===== src/rtl/slrc_pkg.sv =====
// Shared types, codes and helpers for the sequenced link receive classifier.
`default_nettype none

package slrc_pkg;

	// Ack queue geometry
	localparam int unsigned ACK_QUEUE_DEPTH = 256;
	localparam int unsigned AQ_AW = (ACK_QUEUE_DEPTH > 1) ? $clog2(ACK_QUEUE_DEPTH) : 1;
	localparam int unsigned AQ_CW = $clog2(ACK_QUEUE_DEPTH + 1);

	// Field widths
	localparam int unsigned LEN_W  = 12;
	localparam int unsigned SEQN_W = 16;
	localparam int unsigned CNT_W  = 9;
	localparam int unsigned TICK_W = 16;

	// Register reset values and indexes
	localparam logic [LEN_W-1:0]  MAX_PAYLOAD_RST = 12'd596;
	localparam logic [TICK_W-1:0] RETRY_TICKS_RST = 16'd100;
	localparam logic              REG_MAX_PAYLOAD = 1'b0;
	localparam logic              REG_RETRY_TICKS = 1'b1;

	typedef enum logic [1:0] {
		KIND_HEADER = 2'd0,
		KIND_SLOT   = 2'd1,
		KIND_TICK   = 2'd2,
		KIND_NONE   = 2'd3
	} kind_t;

	typedef enum logic [2:0] {
		PT_DATA_FRAG  = 3'd0,
		PT_ACK        = 3'd1,
		PT_DATA_FINAL = 3'd2,
		PT_CONTROL    = 3'd3,
		PT_IC         = 3'd4,
		PT_CI         = 3'd5,
		PT_RSVD6      = 3'd6,
		PT_RSVD7      = 3'd7
	} pkt_type_t;

	typedef enum logic [3:0] {
		ACT_NONE       = 4'd0,
		ACT_ACK_RX     = 4'd1,
		ACT_CTRL_OTHER = 4'd2,
		ACT_STATS_REQ  = 4'd3,
		ACT_LINK_RESET = 4'd4,
		ACT_CI_IGNORED = 4'd5,
		ACT_DATA_ACC   = 4'd6,
		ACT_DATA_REACK = 4'd7,
		ACT_DATA_DROP  = 4'd8,
		ACT_BAD_PKT    = 4'd9,
		ACT_LINK_UP    = 4'd10,
		ACT_UNCONN     = 4'd11
	} action_t;

	// Ack queue control from the classifier
	typedef struct packed {
		logic              push;
		logic              pop;
		logic [SEQN_W-1:0] wdata;
	} aq_ctrl_t;

	// Ack queue status to the classifier
	typedef struct packed {
		logic [AQ_CW-1:0]  count;
		logic              empty;
		logic              full;
		logic [SEQN_W-1:0] front;
	} aq_stat_t;

	// seqn<<16 | type<<12 | len
	function automatic logic [31:0] make_header(input logic [LEN_W-1:0] len,
			input pkt_type_t ptype, input logic [SEQN_W-1:0] seqn);
		make_header = {seqn, 1'b0, ptype, len};
	endfunction

endpackage

`default_nettype wire


===== src/rtl/slrc_ackq.sv =====
// Ack queue: circular buffer with registered read and a front-of-queue bypass.
`default_nettype none

module slrc_ackq
	import slrc_pkg::*;
(
	input  wire logic     clk,
	input  wire logic     arst_n,
	input  wire aq_ctrl_t ctrl,
	output aq_stat_t      stat
);

	logic [SEQN_W-1:0] mem [ACK_QUEUE_DEPTH];
	logic [AQ_AW-1:0]  head_q, tail_q, head_d, tail_d;
	logic [AQ_CW-1:0]  count_q;
	logic [SEQN_W-1:0] rd_q, byp_data_q;
	logic              byp_q;

	always_comb begin
		head_d = head_q;
		tail_d = tail_q;
		if (ctrl.push) begin
			head_d = (head_q == AQ_AW'(ACK_QUEUE_DEPTH - 1)) ? '0 : head_q + 1'b1;
		end
		if (ctrl.pop) begin
			tail_d = (tail_q == AQ_AW'(ACK_QUEUE_DEPTH - 1)) ? '0 : tail_q + 1'b1;
		end
	end

	always_ff @(posedge clk or negedge arst_n) begin
		if (!arst_n) begin
			head_q  <= '0;
			tail_q  <= '0;
			count_q <= '0;
			byp_q   <= 1'b0;
		end else begin
			head_q <= head_d;
			tail_q <= tail_d;
			if (ctrl.push && !ctrl.pop) begin
				count_q <= count_q + 1'b1;
			end else if (ctrl.pop && !ctrl.push) begin
				count_q <= count_q - 1'b1;
			end
			// write lands on the entry about to be read: serve it from the bypass
			byp_q <= ctrl.push && (head_q == tail_d);
		end
	end

	always_ff @(posedge clk) begin
		byp_data_q <= ctrl.wdata;
	end

	always_ff @(posedge clk) begin
		if (ctrl.push) begin
			mem[head_q] <= ctrl.wdata;
		end
		rd_q <= mem[tail_d];
	end

	assign stat.count = count_q;
	assign stat.empty = (count_q == '0);
	assign stat.full  = (count_q >= AQ_CW'(ACK_QUEUE_DEPTH));
	assign stat.front = byp_q ? byp_data_q : rd_q;

endmodule

`default_nettype wire


===== config.mk =====
export PLATFORM = sky130hd
export DESIGN_NAME = slrc_ackq
export DESIGN_NICKNAME = d
export VERILOG_FILES = /design/src/rtl/slrc_pkg.sv /design/src/rtl/slrc_ackq.sv
export SDC_FILE = /design/constraint.sdc
export NUM_CORES = 2
export LEC_CHECK = 0
export BUFFER_PORTS_ARGS = -buffer_cell sky130_fd_sc_hd__buf_4
export CAP_MARGIN = 20
export CORE_ASPECT_RATIO = 2
export CORE_UTILIZATION = 35
export DETAILED_ROUTE_END_ITERATION = 7
export PLACE_DENSITY_LB_ADDON = 0.15
export SLEW_MARGIN = 20
export SYNTH_ARGS = -nofsm -noshare
export SYNTH_HDL_FRONTEND = slang
export SYNTH_SLANG_ARGS = --single-unit

===== constraint.sdc =====
create_clock -name clk -period 3 [get_ports clk]
set_clock_uncertainty 0.1 [all_clocks]
set_input_delay 0.6 -clock clk [delete_from_list [all_inputs] [get_ports clk]]
set_output_delay 0.6 -clock clk [all_outputs]
set_load 0.01 [all_outputs]

# Yosys cells after proc, flatten, opt, wreduce, memory -nomap -nowiden
# Memory sizes are Yosys's and may differ from the RTL's. A register that Yosys moved wholly into a read port is not among the register bits.
# Cells that the tools add are included.
# totals
register_bits	42
mem_bits_rw	4096
in_bits	20
wordCells	29
memories	1
# memory_table
memory	words	width	rd	rd_clocked_by_memory_dff	wr	line	text
mem	256	16	1	1	1	slrc_ackq.sv:13	logic [SEQN_W-1:0] mem [ACK_QUEUE_DEPTH];
# classes
add_sub_neg	4
order_cmp	1
n_eq_ne	3
mux	8
n_reduce_logical	7
# ops
cell	count
8-bit 2-to-1 mux	3
9-bit 2-to-1 mux	2
8-bit by 1-bit adder with 8-bit output, second input constant	2
8-bit == test, second input constant	2
16-bit 2-to-1 mux	1
9-bit by 1-bit adder with 9-bit output, second input constant	1
9-bit greater-or-equal comparator, second input constant	1
9-bit zero test	1
9-bit by 1-bit subtractor with 9-bit output, second input constant	1
8-bit == test	1
1-bit logical AND	3
1-bit zero test	2
1-bit 2-to-1 mux	2
2-bit nonzero test	1

# Longest topological paths before layout
# depth
depth_word	5
mapped_depth	15

# Least setup slack after synthesis
# Ideal clock, no wire load.
# synth_path
path_type	input to register
startpoint	in ctrl[16] (netlist bit)
endpoint	reg count_q[8]
setup_time_ns	0.147
arrival_ns	2.891
t_required_ns	2.753
slack_ns	-0.138
cell_stages	14
n_path_buf	2
cell_sequence	buf_4 > buf_4 > inv_1 > ha_1 > inv_1 > ha_1 > nor2b_1 > o21ai_0 > a21boi_0 > o21ai_0 > a21boi_0 > o21a_1 > o2111ai_1 > o311ai_0
# synth_between
elab_chain_len	3
elab_cells_between_ends	5
cone_classes	1 x mux; 4 x reduce/logical
# synth_rtl
element	line	text
start: declaration	slrc_ackq.sv:9	input wire aq_ctrl_t ctrl,
1-bit zero test	slrc_ackq.sv:39	if (ctrl.push && !ctrl.pop) begin
1-bit logical AND	slrc_ackq.sv:39	
9-bit 2-to-1 mux or 2-bit nonzero test (tied branches)	n/a	
end signal: assignment	slrc_ackq.sv:40	count_q <= count_q + 1'b1;
end signal: assignment	slrc_ackq.sv:42	count_q <= count_q - 1'b1;
end: declaration	slrc_ackq.sv:15	logic [AQ_CW-1:0] count_q;
# Parallel ways exist; a longest one is shown, timed or not.
# A chain may end at the register's enable or synchronous reset.

# Final worst setup path
# layout_path
startpoint	reg tail_q[0]
endpoint	reg rd_q[10] (read register of mem)
# layout_between
elab_chain_len	3
elab_cells_between_ends	4
cone_classes	1 x add/sub; 1 x eq/ne; 2 x mux
# layout_rtl
element	line	text
start: declaration	slrc_ackq.sv:14	logic [AQ_AW-1:0] head_q, tail_q, head_d, tail_d;
start signal: assignment	slrc_ackq.sv:38	tail_q <= tail_d;
8-bit by 1-bit adder with 8-bit output or 8-bit == test (tied branches)	slrc_ackq.sv:26	tail_d = (tail_q == AQ_AW'(ACK_QUEUE_DEPTH - 1)) ? '0 : tail_q + 1'b1;
8-bit 2-to-1 mux	slrc_ackq.sv:26	
8-bit 2-to-1 mux *	slrc_ackq.sv:25	if (ctrl.pop) begin
end: declaration	slrc_ackq.sv:16	logic [SEQN_W-1:0] rd_q, byp_data_q;
# Mark *: on every way between the ends. The rest lies on a longest branch, timed or not.

==> impl_metrics.env <==
export IMPL_fmax_mhz=256
export IMPL_grt_max_degree=127
export IMPL_slew_headroom=0.446
export IMPL_numClockSinks=4154
export IMPL_synth_cell_types=58
export IMPL_grt_pass1_wl_um=846000
export IMPL_final_common_cell="edfxtp_1"
export IMPL_avgSynthCellArea_um2=13.5
export IMPL_finalNonFillerCells=20100
export IMPL_routed_wl_um=615000
export IMPL_wl_per_cell_um=30.6
export IMPL_ant_nets=0
export IMPL_worstSetupPathType="flip-flop to flip-flop"
export IMPL_final_cell_mix="edfxtp_1 (4096), nand2_1 (3179), nand3_1 (1286), buf_4 (1224), a21oi_1 (576)"
export IMPL_ys_ff_latch=4154
export IMPL_status="finished, violations left"
export IMPL_setup_viol=16
export IMPL_start_util=0.352
export IMPL_fp_dieW_um=486
export IMPL_grt_pass1_vias=110000
export IMPL_coreArea_um2=467000
export IMPL_async_flop_share=0.00626
export IMPL_dr_pass1_iters=6
export IMPL_grt_overflow_total=0
export IMPL_gp_congestion=0.920
export IMPL_clock_path_buffers=4
export IMPL_path_max_fanout=50
export IMPL_worstMarginPinSlew_ns=0.831
export IMPL_final_nets=13500
export IMPL_end_kind="flip-flop"
export IMPL_drt_first_iter_violations=10400
export IMPL_hold_path_class="input port to flip-flop"
export IMPL_areaGrowthSynthToFinish_pct=24.0
export IMPL_cts_root_buf="clkbuf_16"
export IMPL_dpl_cell_area_um2=186000
export IMPL_hpwlAfterDp_um=395000
export IMPL_grt_setup_unrepaired="true"
export IMPL_drv_cap=0
export IMPL_synthFlopType="edfxtp_1"
export IMPL_drive_gt1_frac=0.199
export IMPL_antenna_found_initial=26
export IMPL_die_area_um2=472000
export IMPL_clock_latency_ns=0.95
export IMPL_yosysSeqAreaShare=0.757
export IMPL_place_inst=19200
export IMPL_fp_dieH_um=971
export IMPL_num_rows=355
export IMPL_violations="negative setup slack"
export IMPL_io_pins=47
export IMPL_routed_via_density=5.47
export IMPL_path_clk_slew_ns=0.07
export IMPL_yosys_warnings=0
export IMPL_worst_slack_ns=-0.907
export IMPL_cp_required_ns=3.77
export IMPL_syn_area_um2=164000
export IMPL_final_util=0.436
export IMPL_vias=110000
export IMPL_fillCellCount=42500
export IMPL_gr_usage_all_layers=0.252
export IMPL_finalHoldViolCount=0
export IMPL_finalPower_mw=224
export IMPL_htreeDepth=5
export IMPL_whs_ns=0.0376
export IMPL_synth_edf_count=4096
export IMPL_static_leakage_power_nw=70.2
export IMPL_finalInstanceArea_um2=204000
export IMPL_drc=0
export IMPL_peakVddDrop_mv=0.968
export IMPL_io_buffers=46
export IMPL_startpoint_type="flip-flop"
export IMPL_synth_fp_nets=12200
export IMPL_power_density_nw_per_um2=1100
export IMPL_setup_tns_ns=-13.16
export IMPL_fin_crit_ns=3.91
export IMPL_worstPathArrival_ns=4.68
export IMPL_period_share=1.30
export IMPL_slew_viol_final=0
export IMPL_place_ws_ns=-1.90
export IMPL_cts_buffers=372
export IMPL_synth_cells=12200
export IMPL_cts_tree="yes"
[logic make-up after synthesis]
logic type,synth area share
adder cells (fa/ha/maj),0.00111
flip-flops,0.757
AND/OR/NAND/NOR,0.132
buffers and inverters,0.0223
XOR/XNOR,0.00137
AO/OA/AOI/OAI,0.0753
multiplexers,0.0112
[layout make-up]
class | instances | area, um2 | share of cell area
Sequential cell | 4154 | 124000 | 0.610
Multi-Input combinational cell | 7162 | 38600 | 0.190
Timing Repair Buffer | 1784 | 20400 | 0.100
Clock buffer | 457 | 9910 | 0.0487
Tap cell | 6247 | 7820 | 0.0384
Clock inverter | 223 | 2350 | 0.0116
Inverter | 20 | 145 | 0.000713
Antenna cell | 21 | 52.6 | 0.000258
Timing Repair inverter | 3 | 40.0 | 0.000197
[per-layer routing]
layer / routed length, um / GRT usage / vias to the layer above / part of all wire
met5: 45 / 0 / - / 0.000073
li1: - / - / 48300 / -
met2: 324000 / 0.463 / 3595 / 0.53
met4: 51400 / 0.180 / 6 / 0.084
met1: 214000 / 0.271 / 56900 / 0.35
met3: 25800 / 0.0217 / 1087 / 0.042
[worst paths after layout]
path                               end  slack, ns  depth (start not counted)        from
setup / recovery              rd_q[10]      -0.91                         14   tail_q[0]
hold reg to reg             count_q[7]       0.45                          2  count_q[7]
hold / removal             mem[179][6]       0.04                          1     ctrl[6]
min in group asynchronous   count_q[4]       0.56                          3      arst_n
max in group asynchronous   count_q[7]       1.10                          4      arst_n
setup reg to reg              rd_q[10]      -0.91                         14   tail_q[0]
[power breakdown]
part | switching (mW) | internal [mW] | total, mW
logic | 67.5 | 42.1 | 110
registers | 0.475 | 64.4 | 64.9
clock network | 22.1 | 27.6 | 49.6
total | 90.0 | 134 | 224
[synth_stat cells, types with 96 or more instances]
cell | n | share of area
edfxtp_1 | 4096 | 0.75
nand2_1 | 3182 | 0.073
nand3_1 | 1332 | 0.041
a21oi_1 | 581 | 0.018
clkbuf_1 | 438 | 0.010
nor2_1 | 302 | 0.0069
buf_2 | 271 | 0.0083
a221oi_1 | 256 | 0.014
a31oi_1 | 241 | 0.0092
a211oi_1 | 176 | 0.0080
buf_1 | 146 | 0.0033
mux2i_1 | 145 | 0.0088
o21ai_0 | 145 | 0.0044
and3_1 | 114 | 0.0043
a22oi_1 | 113 | 0.0052
a311oi_1 | 96 | 0.0051
[flip-flops by register name, indices dropped and copies added, names as in the netlist]
signal,count
mem,4096
byp_data_q,16
head_q,8
count_q,9
byp_q,1
rd_q,16
tail_q,8
[timing repair]
item,4_1_cts,5_1_grt
gates cloned,37,23
endpoints found under the setup margin,32,16
resized for setup,305,215
hold buffers,17,0
endpoints found under the hold margin,290,0
pin swaps,69,110
buffers inserted,52,60
[critical path: stages (launching register included)]
cell       delay, ns
dfrtp_2         0.39
ha_4            0.18
buf_12          0.12
and4_1          0.24
nand2_4         0.10
nand2_2         0.16
inv_12          0.12
buf_4           0.40
a311oi_4        0.38
buf_4           0.17
a31oi_1         0.05
a221o_1         0.34
buf_6           0.15
o41a_1          0.39
a2111oi_2       0.33
(Power assumes the default switching activity.)
